===== config.mk =====
export PLATFORM = sky130hd
export DESIGN_NAME = psc_cell
export DESIGN_NICKNAME = d
export VERILOG_FILES = /design/src/design/psc_pkg.sv /design/src/design/psc_cell.sv
export SDC_FILE = /design/constraint.sdc
export NUM_CORES = 1
export LEC_CHECK = 0
export BUFFER_PORTS_ARGS = -buffer_cell sky130_fd_sc_hd__buf_2
export CAP_MARGIN = 5
export CELL_PAD_IN_SITES_DETAIL_PLACEMENT = 1
export CELL_PAD_IN_SITES_GLOBAL_PLACEMENT = 2
export CORE_ASPECT_RATIO = 0.9
export CORE_UTILIZATION = 26
export DETAILED_ROUTE_END_ITERATION = 8
export HOLD_SLACK_MARGIN = 0.02
export PLACE_DENSITY = 0.9
export SYNTH_ARGS = -nofsm -noshare
export SYNTH_HDL_FRONTEND = slang
export SYNTH_SLANG_ARGS = --single-unit

===== constraint.sdc =====
create_clock -name clk -period 2.4 [get_ports clk]
set_input_delay 0.24 -clock clk [delete_from_list [all_inputs] [get_ports clk]]
set_output_delay 0.24 -clock clk [all_outputs]
set_load 0.01 [all_outputs]

===== src/design/psc_pkg.sv =====
// shared types and constants for the packed string compare block
`timescale 1ns / 1ps
package psc_pkg;
    localparam int NUM_ELEM = 16;
    localparam int DATA_W = 64;
    localparam int IN_W = 1 + 8 + 4 * DATA_W + 32 + 32;
    localparam int IN_TDATA_W = ((IN_W + 7) / 8) * 8;
    localparam int OUT_W = 5 + 2 * DATA_W + 4;
    localparam int OUT_TDATA_W = ((OUT_W + 7) / 8) * 8;

    localparam logic [1:0] AGG_ANY = 2'd0;
    localparam logic [1:0] AGG_RANGES = 2'd1;
    localparam logic [1:0] AGG_EACH = 2'd2;
    localparam logic [1:0] AGG_ORDERED = 2'd3;

    localparam logic [1:0] POL_NEG_ALL = 2'd1;
    localparam logic [1:0] POL_NEG_VALID = 2'd3;

    // decoded operation carried with each word through the cell row
    typedef struct packed {
        logic       words;
        logic [1:0] agg;
        logic [1:0] pol;
        logic       hisel;
        logic [4:0] la;
        logic [4:0] lb;
    } psc_op_t;

    // signed 17 bit view of element k
    function automatic logic signed [16:0] elem_val(input logic [127:0] v,
                                                     input int k,
                                                     input logic words,
                                                     input logic sgn);
        logic [15:0] w;
        logic [7:0]  b;
        logic signed [16:0] r;
        begin
            w = v[16 * (k % 8) +: 16];
            b = v[8 * k +: 8];
            if (words)
                r = sgn ? 17'(signed'(w)) : signed'({1'b0, w});
            else
                r = sgn ? 17'(signed'(b)) : signed'({9'd0, b});
            return r;
        end
    endfunction
endpackage


===== src/design/psc_cell.sv =====
// one result element cell: compares its haystack element against the needle
`timescale 1ns / 1ps
module psc_cell
    import psc_pkg::*;
#(
    parameter int IDX = 0
)
(
    input  logic                   clk,
    input  logic [NUM_ELEM*17-1:0] av,
    input  logic signed [16:0]     bj,
    input  logic [NUM_ELEM-1:0]    eq_ord,
    input  psc_op_t                op,
    output logic                   hit
);
    logic [4:0] n;
    logic       any_hit;
    logic       rng_hit;
    logic       ord_hit;
    logic       hit_next;
    logic       hit_reg;

    always_comb
    begin
        n = op.words ? 5'd8 : 5'd16;
        any_hit = 1'b0;
        rng_hit = 1'b0;
        ord_hit = 1'b1;
        for (int i = 0; i < NUM_ELEM; i++)
        begin
            if (5'(i) < op.la && signed'(av[i*17 +: 17]) == bj)
                any_hit = 1'b1;
            if ((i % 2) == 0 && i + 1 < NUM_ELEM)
                if (5'(i + 1) < op.la && bj >= signed'(av[i*17 +: 17])
                    && bj <= signed'(av[(i+1)*17 +: 17]))
                    rng_hit = 1'b1;
            // eq_ord[i] compares needle i with haystack IDX+i
            if (i + IDX < NUM_ELEM)
                if (5'(i + IDX) < n && 5'(i) < op.la)
                    if (5'(i + IDX) >= op.lb || !eq_ord[i])
                        ord_hit = 1'b0;
        end
        unique case (op.agg)
            AGG_ANY:    hit_next = any_hit && 5'(IDX) < op.lb;
            AGG_RANGES: hit_next = rng_hit && 5'(IDX) < op.lb;
            AGG_EACH:
                if (5'(IDX) < op.la && 5'(IDX) < op.lb)
                    hit_next = signed'(av[IDX*17 +: 17]) == bj;
                else
                    hit_next = 5'(IDX) >= op.la && 5'(IDX) >= op.lb;
            default:    hit_next = ord_hit;
        endcase
        if (5'(IDX) >= n)
            hit_next = 1'b0;
    end

    always_ff @(posedge clk)
    begin
        hit_reg <= hit_next;
    end

    assign hit = hit_reg;
endmodule


==> impl_summary.log <==
INFO  metric holdWs = 0.617 ns
INFO  metric cts-hold-fix-buffers = 0
INFO  metric postSynthNetCount = 1685
INFO  metric critical_path.endpoint_type = flop
INFO  metric track_usage = 0.238
INFO  metric final.period_utilization = 1.05
INFO  metric drive_above_1_share = 0.350
INFO  metric timing.final.max_slew_violations = 0
INFO  metric place.gp.congestion = 0.901
INFO  metric die-width = 183 um
INFO  metric run_status = finished, violations left
INFO  metric ant_nets = 0
INFO  metric yosys_warnings = 0
INFO  metric ys_async_sr_fraction = 0
INFO  metric timing.setup.tns = -0.128 ns
INFO  metric netlist_area = 0.00766 mm^2
INFO  metric yosysUniqueCellTypes = 67
INFO  metric port_buffers = 319
INFO  metric syn2layout_area_growth = 50.4%
INFO  metric report.final.setup_viol = 1
INFO  metric antenna_found_initial = 6
INFO  metric route.final.wire_length = 37.2 mm
INFO  metric wl_per_cell = 19.2 um
INFO  metric relSlewSlack = 0.662
INFO  metric cts.reportedPaths.clkPinSlew = 0 ns
INFO  metric number_of_remaining_drc_errors = 0
INFO  metric timing.hold.worst.class = input port to flop
INFO  metric io-pin-count = 323
INFO  metric fmaxAchievable = 0.396 GHz
INFO  metric required = 2.31 ns
INFO  metric start_kind = input port
INFO  metric dpl.hpwl = 31.9 mm
INFO  metric yosys_most_used_dff = sky130_fd_sc_hd__dfxtp_1
INFO  metric pre_cts_slack = -0.433 ns
INFO  metric first_pass_grt_wire_length = 54.8 mm
INFO  metric placement_rows = 59
INFO  metric largest_register_ff_count = 1
INFO  metric rsz0062_at_grt = yes
INFO  metric drt_initial_violations = 339
INFO  metric synth.ff_latch_count = 1
INFO  metric worstSetupPathType = input port to flop
INFO  metric drv_cap = 0
INFO  metric firstDrtPassIters = 5
INFO  metric layout.core_utilization = 0.398
INFO  metric gr-total-overflow = 0
INFO  metric number_of_global_route_vias_before_repair = 10144
INFO  metric largest_net_degree_at_the_start_of_global_routing = 17
INFO  metric finalCriticalPeriod = 2.53 ns
INFO  metric hold_violations = 0
INFO  metric final_net_count = 2131
INFO  metric layout_setup_ws = -0.128 ns
INFO  metric synth-edff-count = 0
INFO  metric p_leak = 0.00674 uW
INFO  metric violations = setup timing
INFO  metric synth_cells = 1091
INFO  metric max_slew.worst_pin.slew = 0.503 ns
INFO  metric core = 0.0289 mm^2
INFO  metric floorplan_die_area = 0.0302 mm^2
INFO  metric via_per_inst = 4.93
INFO  metric irDropWorstVdd = 72.0 uV
INFO  metric design_area = 0.0115 mm^2
INFO  metric ys_seq_area_frac = 0.00261
INFO  metric cell_area_placed = 0.0107 mm^2
INFO  metric initial_cell_density_of_the_core = 0.265
INFO  metric synth_area_per_cell = 7.02 um^2
INFO  metric critical_path_arrival = 2.44 ns
INFO  metric worst-path-max-fanout = 7
INFO  metric p_per_area = 176 mW/mm^2
INFO  metric vias = 9538
INFO  metric vertical_extent_of_the_die = 165 um
Yosys cell counts, types with 4 or more instances:
| library cell | count | area (um^2) |
|---|---|---|
| sky130_fd_sc_hd__nand2_1 | 57 | 214 |
| sky130_fd_sc_hd__o221ai_1 | 5 | 43.8 |
| sky130_fd_sc_hd__nor4_1 | 4 | 25.0 |
| sky130_fd_sc_hd__a31oi_1 | 7 | 43.8 |
| sky130_fd_sc_hd__or3_1 | 6 | 37.5 |
| sky130_fd_sc_hd__o21ai_0 | 42 | 210 |
| sky130_fd_sc_hd__o22ai_1 | 4 | 25.0 |
| sky130_fd_sc_hd__nand2b_1 | 8 | 50.1 |
| sky130_fd_sc_hd__nand3_1 | 30 | 150 |
| sky130_fd_sc_hd__a21o_1 | 26 | 195 |
| sky130_fd_sc_hd__nor2b_1 | 16 | 100 |
| sky130_fd_sc_hd__buf_2 | 5 | 25.0 |
| sky130_fd_sc_hd__and4_1 | 13 | 114 |
| sky130_fd_sc_hd__o31ai_1 | 6 | 45.0 |
| sky130_fd_sc_hd__ha_1 | 272 | 3400 |
| sky130_fd_sc_hd__a21oi_1 | 94 | 470 |
| sky130_fd_sc_hd__nor3_1 | 15 | 75.1 |
| sky130_fd_sc_hd__o21bai_1 | 4 | 30.0 |
| sky130_fd_sc_hd__o211ai_1 | 8 | 60.1 |
| sky130_fd_sc_hd__a211o_1 | 4 | 35.0 |
| sky130_fd_sc_hd__a221oi_1 | 11 | 96.3 |
| sky130_fd_sc_hd__inv_1 | 282 | 1060 |
| sky130_fd_sc_hd__and3_1 | 11 | 68.8 |
| sky130_fd_sc_hd__nor2_1 | 44 | 165 |
| sky130_fd_sc_hd__a211oi_1 | 12 | 90.1 |
| sky130_fd_sc_hd__nand4_1 | 43 | 269 |
cells in the final DEF, fill, tap and decap left out, types with 27 or more instances in the layout:
master and instances:
sky130_fd_sc_hd__nand3_1 27, sky130_fd_sc_hd__nor2_1 42, sky130_fd_sc_hd__buf_2 306, sky130_fd_sc_hd__ha_1 256, sky130_fd_sc_hd__o21ai_0 39, sky130_fd_sc_hd__nand4_1 43
sky130_fd_sc_hd__buf_4 115, sky130_fd_sc_hd__a21oi_1 87, sky130_fd_sc_hd__inv_1 282, sky130_fd_sc_hd__nand2_1 56
power by group:
| group | internal [uW] | switching, uW | total [uW] |
|---|---|---|---|
| registers | 19.0 | 2.36 | 21.4 |
| logic | 962 | 1050 | 2010 |
| clock network | 0.000279 | 0 | 0.000279 |
critical path, cell delays in order:
cell	delay, ns
sky130_fd_sc_hd__buf_4	0.17
sky130_fd_sc_hd__ha_1	0.31
sky130_fd_sc_hd__and3_1	0.19
sky130_fd_sc_hd__and3b_1	0.19
sky130_fd_sc_hd__a211o_1	0.31
sky130_fd_sc_hd__a211oi_2	0.22
sky130_fd_sc_hd__mux2_4	0.34
sky130_fd_sc_hd__a21oi_2	0.14
sky130_fd_sc_hd__nand3_2	0.10
sky130_fd_sc_hd__o211ai_1	0.22
routing by layer:
metal	share of wire	vias to the layer above	global-route usage
li1	-	4765	-
met1	0.44	4421	0.299
met2	0.49	302	0.435
met3	0.050	44	0.0247
met4	0.021	6	0.0527
met5	0.0010	-	0
cell families after synthesis:
| family | count (synthesis) | share of synthesized area |
|---|---|---|
| and+or+nand+nor | 267 | 0.188 |
| DFF | 1 | 0.00261 |
| AOI/OAI and AO/OA | 258 | 0.218 |
| muxes | 2 | 0.00278 |
| buffers and inverters | 291 | 0.144 |
| adders and majority gates | 272 | 0.444 |
final timing paths:
kind | endpoint | start | slack, ns | cells after the start
worst min-delay path | hit$_DFF_P_ | op[15] | 0.62 | 4
worst max-delay path | hit$_DFF_P_ | bj[3] | -0.13 | 10
cell type report:
cell class                      count  area [um^2]
Sequential cell                     1         20.0
Antenna cell                        5         12.5
Fill cell                        3737        17400
Timing Repair Buffer              453         2910
Tap cell                          396          495
Multi-Input combinational cell    799         7030
Inverter                          282         1060
what timing repair did:
| item | 4_1_cts | 5_1_grt |
|---|---|---|
| buffers inserted | 11 | 10 |
| gates cloned | 1 | 0 |
| pin swaps | 27 | 33 |
| gates resized for setup | 79 | 43 |
| endpoints found under the setup margin | 1 | 1 |
| endpoints found under the hold margin | 0 | 0 |
stage by stage:
stage	instances	total power, uW
detailed placement	1910	1830
CTS	1922	1940
finish	1936	2030
global placement	1910	1750
floorplan	1091	910
global route	1931	2270
No activity file was read; power rests on OpenSTA's default activity.
