<file path="config.mk">
export PLATFORM = sky130hd
export DESIGN_NAME = psc_finish
export DESIGN_NICKNAME = d
export VERILOG_FILES = /design/src/design/psc_pkg.sv /design/src/design/psc_finish.sv
export SDC_FILE = /design/constraint.sdc
export NUM_CORES = 1
export LEC_CHECK = 0
export BUFFER_PORTS_ARGS = -buffer_cell sky130_fd_sc_hd__buf_2
export CORE_MARGIN = 2
export CORE_UTILIZATION = 46
export DETAILED_ROUTE_END_ITERATION = 10
export GPL_TIMING_DRIVEN = 0
export PLACE_DENSITY_LB_ADDON = 0.1
export SLEW_MARGIN = 20
export SYNTH_ARGS = -nofsm -noshare
export SYNTH_HDL_FRONTEND = slang
export SYNTH_SLANG_ARGS = --single-unit
export TNS_END_PERCENT = 100
</file>
<file path="constraint.sdc">
create_clock -name vclk -period 5.9
set_clock_uncertainty 0.05 [all_clocks]
set_input_delay 1.18 -clock vclk [all_inputs]
set_output_delay 1.18 -clock vclk [all_outputs]
set_load 0.005 [all_outputs]
</file>
<file path="src/design/psc_pkg.sv">
// shared types and constants for the packed string compare block
`timescale 1ns / 1ps
package psc_pkg;
    localparam int NUM_ELEM = 16;
    localparam int DATA_W = 64;
    localparam int IN_W = 1 + 8 + 4 * DATA_W + 32 + 32;
    localparam int IN_TDATA_W = ((IN_W + 7) / 8) * 8;
    localparam int OUT_W = 5 + 2 * DATA_W + 4;
    localparam int OUT_TDATA_W = ((OUT_W + 7) / 8) * 8;

    localparam logic [1:0] AGG_ANY = 2'd0;
    localparam logic [1:0] AGG_RANGES = 2'd1;
    localparam logic [1:0] AGG_EACH = 2'd2;
    localparam logic [1:0] AGG_ORDERED = 2'd3;

    localparam logic [1:0] POL_NEG_ALL = 2'd1;
    localparam logic [1:0] POL_NEG_VALID = 2'd3;

    // decoded operation carried with each word through the cell row
    typedef struct packed {
        logic       words;
        logic [1:0] agg;
        logic [1:0] pol;
        logic       hisel;
        logic [4:0] la;
        logic [4:0] lb;
    } psc_op_t;

    // signed 17 bit view of element k
    function automatic logic signed [16:0] elem_val(input logic [127:0] v,
                                                     input int k,
                                                     input logic words,
                                                     input logic sgn);
        logic [15:0] w;
        logic [7:0]  b;
        logic signed [16:0] r;
        begin
            w = v[16 * (k % 8) +: 16];
            b = v[8 * k +: 8];
            if (words)
                r = sgn ? 17'(signed'(w)) : signed'({1'b0, w});
            else
                r = sgn ? 17'(signed'(b)) : signed'({9'd0, b});
            return r;
        end
    endfunction
endpackage

</file>
<file path="src/design/psc_finish.sv">
// polarity, index search, mask expansion and flags
`timescale 1ns / 1ps
module psc_finish
    import psc_pkg::*;
(
    input  psc_op_t             op,
    input  logic [NUM_ELEM-1:0] res1,
    output logic [4:0]          match_index,
    output logic [63:0]         mask_low,
    output logic [63:0]         mask_high,
    output logic                carry_flag,
    output logic                zero_flag,
    output logic                sign_flag,
    output logic                overflow_flag
);
    logic [4:0]          n;
    logic [15:0]         full;
    logic [15:0]         validb;
    logic [15:0]         res2;
    logic [127:0]        exp_mask;

    always_comb
    begin
        n = op.words ? 5'd8 : 5'd16;
        full = op.words ? 16'h00ff : 16'hffff;
        validb = (op.lb >= n) ? full : 16'((17'd1 << op.lb) - 17'd1);
        case (op.pol)
            POL_NEG_ALL:   res2 = ~res1 & full;
            POL_NEG_VALID: res2 = (res1 ^ validb) & full;
            default:       res2 = res1;
        endcase
        match_index = n;
        for (int k = NUM_ELEM - 1; k >= 0; k--)
            if (res2[k] && !op.hisel)
                match_index = 5'(k);
        if (op.hisel)
            for (int k = 0; k < NUM_ELEM; k++)
                if (res2[k])
                    match_index = 5'(k);
        for (int k = 0; k < NUM_ELEM; k++)
            exp_mask[8*k +: 8] = {8{res2[op.words ? k / 2 : k]}};
        if (op.hisel)
        begin
            mask_low = exp_mask[63:0];
            mask_high = exp_mask[127:64];
        end
        else
        begin
            mask_low = {48'd0, res2};
            mask_high = '0;
        end
        carry_flag = |res2;
        zero_flag = op.lb < n;
        sign_flag = op.la < n;
        overflow_flag = res2[0];
    end
endmodule

</file>
==> results of run 1 <==
[worst min-delay path, stage by stage]
cell and delay, ns:
buf_2 0.07, nand2b_1 0.08, a21oi_1 0.06, buf_2 0.11
[layout make-up]
type,count,area (um2)
repair buffers,162,813
multi-input cells,257,1960
plain buffers,121,858
fillers,574,2100
inverters,7,26.3
well taps,75,93.8
[cell families (layout without fill, tap and decap cells)]
family / count (synthesis) / count (layout) / share of synthesized area [%]
AND/OR/NAND/NOR: 100 / 100 / 20.9
buffers and inverters: 128 / 290 / 32.3
multiplexers: 4 / 4 / 1.46
adder cells (fa/ha/maj): 4 / 4 / 1.83
XOR/XNOR: 20 / 20 / 7.22
AO/OA/AOI/OAI: 129 / 129 / 36.3
[layer usage]
layer  share of wire (%)  up-vias  GRT usage (%)
met5                   0        -              0
met1                  42     1508           31.9
met3                 9.1        4           1.67
li1                    -     1640              -
met4                0.41        0           1.02
met2                  48      160           41.8
[Yosys cell counts (3+ instances only)]
| cell | instances |
|---|---|
| buf_4 | 102 |
| nor2_1 | 26 |
| a21oi_1 | 23 |
| o21ai_0 | 17 |
| nand2_1 | 16 |
| xnor2_1 | 13 |
| clkbuf_1 | 12 |
| o21a_1 | 10 |
| a21boi_0 | 9 |
| a31oi_1 | 9 |
| nor3_1 | 8 |
| o211ai_1 | 8 |
| a21o_1 | 7 |
| inv_1 | 7 |
| a41oi_1 | 6 |
| nand3_1 | 6 |
| and3_1 | 5 |
| nand4_1 | 5 |
| and2_1 | 4 |
| buf_2 | 4 |
| ha_1 | 4 |
| mux2i_1 | 4 |
| or3_1 | 4 |
| xor2_1 | 4 |
| nand2b_1 | 3 |
| nand3b_1 | 3 |
| o211a_1 | 3 |
| o21ai_1 | 3 |
| or2_1 | 3 |
| or4_1 | 3 |
| xor2_2 | 3 |
[metrics by stage]
step	worst slack, ns	instances	TNS, ns
after floorplan	0.364	385	0
after global placement	-0.221	621	-5.44
after detailed placement	-0.272	621	-8.30
after CTS	0.0339	621	0
after global routing	-0.0539	622	-0.0539
final	0.148	622	0
[power by group through the flow]
| stage | Clock (W) | Sequential (W) | Combinational [W] |
|---|---|---|---|
| 5_1_grt | 0 | 0 | 0.000466 |
| 3_3_place_gp | 0 | 0 | 0.000404 |
| 3_5_place_dp | 0 | 0 | 0.000410 |
| 6_report | 0 | 0 | 0.000425 |
| 4_1_cts | 0 | 0 | 0.000415 |
| 2_1_floorplan | 0 | 0 | 0.000269 |
[timing repair]
action | 4_1_cts | 5_1_grt
pin swaps | 1 | 2
setup buffers | 0 | 1
resized for setup | 11 | 20
endpoints found under the hold margin | 0 | 0
endpoints found under the setup margin | 50 | 74
[path summary, 6_finish.rpt]
kind | slack (ns) | from | cells after the start | end
worst max-delay path | 0.15 | op[4] | 14 | match_index[0]
worst min-delay path | 2.64 | op[8] | 4 | sign_flag
==> results.txt, run 1 <==
Final Util -> 64.2%
Final Critical Period -> 5.75 ns
WP data required -> 4.67 ns
synth top area cells -> buf_4 (28%), a21oi_1 (4.2%), xnor2_1 (4.2%)
DP HPWL -> 7020 um
FF+latch area -> 0 um2
vias in the first global route -> 2707
Ports -> 169
final hold violation count -> 0
clock group share of total power -> 0%
Sw Ratio -> 49.5%
Worst Tran Pin Value -> 0.622 ns
Syn. warnings -> 0
Remaining Overflow, GRT -> 0
mean post-synth cell area -> 7.11 um2
power density cells -> 113 nW/um2
GRT Overall Usage -> 23.3%
RSZ-0062 raised after global routing -> true
period utilisation layout -> 97.5%
Clock Buffer Count -> 0
slew margin rel. -> 58.6%
number of I/O port buffers -> 161
DRT Pass-1 Iters -> 5
Die X -> 81.1 um
routed len/inst -> 13.8 um
Synth area leader -> buf_4
CP Class -> input port to output port
Max-Cap Viols -> 0
Final nets -> 585
status -> finished clean
die area -> 6580 um2
Crit path top cell by count -> buf_2
# diodes -> 0
Internal Pwr Total -> 0.000214 W
crit-path max cell delay -> 0.63 ns
Synth-to-Final Area Change -> 37.2%
Syn Inst Count -> 385
CP endpoint kind -> output port
logic gate share of total power -> 100.0%
Startpoint Class -> input port
RePlAce Congestion -> 0.933
Final ANT Viol Nets -> 0
switching pwr -> 0.000210 W
Die Height -> 81.1 um
Worst EP arrival -> 4.52 ns
DRC Markers -> 0
Hold-fix buffers, CTS -> 0
Seq/Total Area, Yosys -> 0%
DR vias -> 3312
worst vdd ir -> 0.0651 mV
fmax -> 174 MHz
CP cell instances -> buf_2, or2_4, or4b_2, ha_1, buf_2, nor3_2, a31oi_1, a41oi_2, xor2_2, a221oi_2, o211ai_1, o2bb2ai_1, a311oi_2, buf_2
Hold Path Class -> input port to output port
Post-Syn Nets -> 421
slowest cell on the critical path -> or4b_2
Yosys top cell area share -> 28.0%
share of cells above drive strength 1 -> 58.0%
Final Max Tran Viols -> 0
LEAKAGE -> 1.98 nW
first-pass GRT wire length -> 12700 um
Via density -> 5.32
largest net degree at the start of global routing -> 11
post-route cell area -> 3750 um2
Total Routed Length -> 8610 um
commonest cells after routing, fill and taps aside -> buf_2 (166), buf_4 (103), nor2_1 (26)
synth unique cells -> 71
hold_ws -> 2.64 ns
row cnt -> 28
Critical path buffers and inverters -> 3
post-placement cell area -> 3640 um2
setup violators final -> 0
Design Power -> 0.000425 W
synthesized cell area -> 2740 um2
CORE AREA -> 5850 um2
most common cell after layout, fill and taps aside -> buf_2
CP Max Fanout -> 10
Seq Cell Count -> 0
initial core utilization -> 46.8%
critical path's top delay family -> compound AO/OA/AOI/OAI gates
Reg power frac -> 0%
Iter 0 DRT Violations -> 221
antenna violations before repair -> 0
(Power assumes the default switching activity.)
==> run 2, diff against run 1 <==
--- a/config.mk
+++ b/config.mk
@@ -5,10 +5,10 @@
 export SDC_FILE = /design/constraint.sdc
 export NUM_CORES = 1
 export LEC_CHECK = 0
-export BUFFER_PORTS_ARGS = -buffer_cell sky130_fd_sc_hd__buf_2
 export CORE_MARGIN = 2
-export CORE_UTILIZATION = 46
+export CORE_UTILIZATION = 55
 export DETAILED_ROUTE_END_ITERATION = 10
+export DONT_BUFFER_PORTS = 1
 export GPL_TIMING_DRIVEN = 0
 export PLACE_DENSITY_LB_ADDON = 0.1
 export SLEW_MARGIN = 20
==> results.txt, run 2 (synthesis gave the netlist of run 1 again) <==
setup violators final -> 0 (unchanged)
Critical path buffers and inverters -> 3 (unchanged)
Hold Path Origin -> op[15]
most common cell after layout, fill and taps aside -> buf_4
Remaining Overflow, GRT -> 0 (unchanged)
worst vdd ir -> 0.0587 mV (-9.9%)
WP data required -> 4.67 ns (about the same)
Worst EP arrival -> 4.46 ns (-0.06 ns)
Total Routed Length -> 7770 um (-9.8%)
Final Critical Period -> 5.69 ns (-0.0620 ns)
final cell count without fillers -> 452 (-27%)
Synth-to-Final Area Change -> 5.26%
Die X -> 74.5 um (-8.1%)
dpl cells -> 452 (-27%)
CORE AREA -> 4750 um2 (-19%)
CP Class -> input port to output port
Multi-input gate area -> 1910 um2 (-2.5%)
CP Max Fanout -> 10 (unchanged)
DRC Markers -> 0 (unchanged)
routed len/inst -> 17.2 um (+24%)
share of cells above drive strength 1 -> 37.7% (-20 points)
Hold Path Class -> input port to output port
GRT Overall Usage -> 25.7% (+2.4 points)
post-placement cell area -> 2820 um2 (-22%)
DRT Pass-1 Iters -> 4 (-1)
Die Height -> 74.5 um (-8.1%)
CP endpoint kind -> output port
commonest cells after routing, fill and taps aside -> buf_4 (102), nor2_1 (26), a21oi_1 (19)
largest net degree at the start of global routing -> 11 (unchanged)
Max-Cap Viols -> 0 (unchanged)
final hold violation count -> 0 (unchanged)
row cnt -> 25 (-11%)
Final nets -> 423 (-28%)
hold_ws -> 2.47 ns (-0.163 ns)
LEAKAGE -> 1.23 nW (-38%)
period utilisation layout -> 96.4% (-1.1 points)
Final ANT Viol Nets -> 0 (unchanged)
DR vias -> 2769 (-16%)
Clock Buffer Count -> 0 (unchanged)
die area -> 5560 um2 (-16%)
post-route cell area -> 2880 um2 (-23%)
slew margin rel. -> 39.9% (-19 points)
critical path's top delay family -> simple AND/OR/NAND/NOR gates
Ports -> 169 (unchanged)
number of I/O port buffers -> 0 (-100%)
DP HPWL -> 6370 um (-9.3%)
dpl ws -> -0.128 ns (+0.144 ns)
# diodes -> 0 (unchanged)
vias in the first global route -> 2399 (-11%)
crit-path max cell delay -> 0.68 ns (+0.05 ns)
RePlAce Congestion -> 0.982 (+5.3%)
fmax -> 176 MHz (+1.1%)
Worst Tran Pin Value -> 0.893 ns (+0.271 ns)
hold path depth -> 2 (-2)
Seq Cell Count -> 0 (unchanged)
Iter 0 DRT Violations -> 237 (+7.2%)
FF+latch area -> 0 um2 (unchanged)
Fillers -> 500 (-13%)
slowest cell on the critical path -> or4b_2
final worst slack -> 0.210 ns (+0.0620 ns)
initial core utilization -> 57.6% (+11 points)
first-pass GRT wire length -> 11600 um (-8.7%)
power density cells -> 113 nW/um2 (about the same)
CP cell instances -> buf_6, buf_2, or4b_2, ha_1, clkbuf_1, and2_1, o21ai_0, nand4_2, and2_1, xnor2_2, a21oi_1, o211a_1, a311oi_2
antenna violations before repair -> 0 (unchanged)
Crit path top cell by count -> and2_1
status -> finished clean
Startpoint Class -> input port
Final Max Tran Viols -> 0 (unchanged)
Hold Path Sink -> sign_flag
Via density -> 6.13 (+15%)
## run 2: cell type report
class	count	area share, %
multi-input combinational	257	66.4
buffer	121	29.8
tap	67	2.91
inverter	7	0.912
## run 2: routing by layer
| metal | track usage, % | vias up | part of all wire, % |
|---|---|---|---|
| met5 | 0 | - | 0 |
| met4 | 3.77 | 0 | 0.84 |
| met1 | 35.2 | 1308 | 41 |
| met2 | 43.2 | 146 | 48 |
| li1 | - | 1309 | - |
| met3 | 4.34 | 6 | 10 |
## run 2: stage by stage
step            TNS (ns)  power [W]  utilization (%)
2_1_floorplan          0   0.000269                -
3_3_place_gp      -0.785   0.000315             59.3
3_5_place_dp       -2.07   0.000319             59.3
4_1_cts                0   0.000322             59.6
5_1_grt        -0.000506   0.000358             60.6
6_report               0   0.000326             60.6
## run 2: how the worst max path moves through the flow
stage                     start              to  slack [ns]  cells after the start
after floorplan           op[2]    mask_low[41]        0.36                     10
after global placement    op[2]    mask_high[1]       -0.06                     12
after detailed placement  op[2]   mask_high[11]       -0.13                     12
after CTS                 op[2]  match_index[0]        0.04                     13
after global routing      op[2]  match_index[0]     -0.0005                     13
final                     op[2]  match_index[0]        0.21                     13
## run 2: what timing repair did
action	4_1_cts	5_1_grt
buffers inserted	0	0
endpoints found under the setup margin	36	47
hold endpoints to repair	0	0
gates cloned	0	0
pin swaps	0	2
gates resized for setup	6	11
hold buffers	0	0
## run 2: power breakdown
group          leakage, nW  internal, W  switching (W)
clock                    0            0              0
combinational         1.23     0.000148       0.000177
sequential               0            0              0
total                 1.23     0.000148       0.000177
==> run 3, diff against run 2 <==
--- a/config.mk
+++ b/config.mk
@@ -6,7 +6,7 @@
 export NUM_CORES = 1
 export LEC_CHECK = 0
 export CORE_MARGIN = 2
-export CORE_UTILIZATION = 55
+export CORE_UTILIZATION = 37
 export DETAILED_ROUTE_END_ITERATION = 10
 export DONT_BUFFER_PORTS = 1
 export GPL_TIMING_DRIVEN = 0
==> results.txt, run 3 (synthesis gave the netlist of run 1 again) <==
Die Height -> 90.0 um (+21%)
initial core utilization -> 37.9% (-20 points)
# diodes -> 0 (unchanged)
CP cell instances -> buf_6, buf_2, or4b_2, ha_1, clkbuf_1, o211a_1, a31oi_1, a41oi_2, buf_4, xnor2_1, nand2_1, nor4_4, nand2_1, a21oi_1
slowest cell on the critical path -> or4b_2
Fillers -> 785 (+57%)
commonest cells after routing, fill and taps aside -> buf_4 (103), nor2_1 (26), a21oi_1 (19)
Reg power frac -> 0% (unchanged)
worst vdd ir -> 0.0391 mV (-33%)
DRC Markers -> 0 (unchanged)
CP endpoint kind -> output port
crit-path max cell delay -> 0.68 ns (about the same)
status -> finished clean
final worst slack -> 0.193 ns (-0.0168 ns)
routed len/inst -> 17.7 um (+3.1%)
WP data required -> 4.67 ns (about the same)
Hold-fix buffers, CTS -> 0 (unchanged)
switching pwr -> 0.000182 W (+2.3%)
Synth-to-Final Area Change -> 6.86%
DP HPWL -> 7000 um (+10%)
antenna violations before repair -> 0 (unchanged)
CP Max Fanout -> 10 (unchanged)
RSZ-0062 raised after global routing -> false
dpl ws -> -0.192 ns (-0.0644 ns)
Die X -> 90.0 um (+21%)
vias in the first global route -> 2562 (+6.8%)
Crit path top cell by count -> nand2_1
power density cells -> 113 nW/um2 (-0.16%)
Startpoint Class -> input port
number of I/O port buffers -> 0 (unchanged)
Ports -> 169 (unchanged)
final cell count without fillers -> 485 (+7.3%)
Total Routed Length -> 8600 um (+11%)
Worst EP arrival -> 4.48 ns (+0.02 ns)
Final Max Tran Viols -> 0 (unchanged)
setup violators final -> 0 (unchanged)
Iter 0 DRT Violations -> 132 (-44%)
GRT Overall Usage -> 19.9% (-5.7 points)
clock group share of total power -> 0% (unchanged)
DRT Pass-1 Iters -> 4 (unchanged)
Sw Ratio -> 55.0% (+0.49 points)
row cnt -> 31 (+24%)
most common cell after layout, fill and taps aside -> buf_4
Final nets -> 424 (+0.24%)
RePlAce Congestion -> 0.870 (-11%)
Critical path buffers and inverters -> 4 (+1)
Design Power -> 0.000330 W (+1.4%)
Clock Buffer Count -> 0 (unchanged)
FF+latch area -> 0 um2 (unchanged)
LEAKAGE -> 1.24 nW (+0.41%)
CORE AREA -> 7210 um2 (+52%)
hold path depth -> 2 (unchanged)
share of cells above drive strength 1 -> 37.6% (-0.098 points)
dpl cells -> 484 (+7.1%)
CP Class -> input port to output port
Worst Tran Pin Value -> 0.922 ns (+0.0290 ns)
Remaining Overflow, GRT -> 0 (unchanged)
logic gate share of total power -> 100.0% (about the same)
Final ANT Viol Nets -> 0 (unchanged)
Via density -> 5.62 (-8.3%)
Max-Cap Viols -> 0 (unchanged)
sum of negative setup slack -> 0 ns (unchanged)
slew margin rel. -> 38.0% (-2.0 points)
period utilisation layout -> 96.7% (+0.29 points)
Hold Path Origin -> op[8]
Hold Path Sink -> sign_flag
Internal Pwr Total -> 0.000149 W (+0.26%)
fmax -> 175 MHz (-0.30%)
hold_ws -> 2.46 ns (-0.0142 ns)
DR vias -> 2726 (-1.6%)
Final Critical Period -> 5.71 ns (+0.0168 ns)
largest net degree at the start of global routing -> 11 (unchanged)
Hold Path Class -> input port to output port
critical path's top delay family -> simple AND/OR/NAND/NOR gates
Seq Cell Count -> 0 (unchanged)
die area -> 8100 um2 (+46%)
final hold violation count -> 0 (unchanged)
first-pass GRT wire length -> 13800 um (+19%)
run 3: cell count changes in the layout (fill, tap and decap cells not counted):
| cell | delta |
|---|---|
| a21boi_0 | +1 |
| buf_4 | +1 |
| a21boi_2 | -1 |
run 3: stage by stage:
| stage | area (um2) | util (%) |
|---|---|---|
| 3_5_place_dp | 2860 | 39.6 |
| 2_1_floorplan | 2740 | - |
| 5_1_grt | 2920 | 40.5 |
| 4_1_cts | 2880 | 39.9 |
| 6_report | 2920 | 40.5 |
| 3_3_place_gp | 2860 | 39.6 |
run 3: timing repair:
| item | in CTS | in global routing |
|---|---|---|
| endpoints found under the setup margin | 36 | 52 |
| resized for setup | 7 | 8 |
| pin swaps | 0 | 2 |
| buffers inserted | 0 | 1 |
| gates cloned | 0 | 0 |
run 3: worst max-delay path by stage:
stage               startpoint              to  cells after the start
floorplan                op[2]    mask_low[41]                     10
global placement         op[2]  match_index[0]                     13
detailed placement       op[2]   mask_high[11]                     12
CTS                      op[2]   mask_high[11]                     12
global route             op[2]  match_index[3]                     14
finish                   op[2]  match_index[3]                     14
run 3: power by group through the flow:
stage	clock network [W]	registers (W)	logic, W
4_1_cts	0	0	0.000327
3_3_place_gp	0	0	0.000322
6_report	0	0	0.000330
5_1_grt	0	0	0.000360
3_5_place_dp	0	0	0.000324
2_1_floorplan	0	0	0.000269
run 3: metal layers:
layer  vias up  wire length, um  global-route usage [%]
met2       144             3940                    33.5
li1       1311                -                       -
met3         6              682                    2.26
met1      1265             3890                    28.1
met4         0               89                    3.08
met5         -                0                       0
run 3: cell type report:
type	count	area (um2)	share of cell area, %
Multi-Input combinational cell	257	1910	65.3
Inverter	7	26.3	0.899
Timing Repair Buffer	1	7.51	0.257
Buffer	121	857	29.3
Tap cell	99	124	4.24
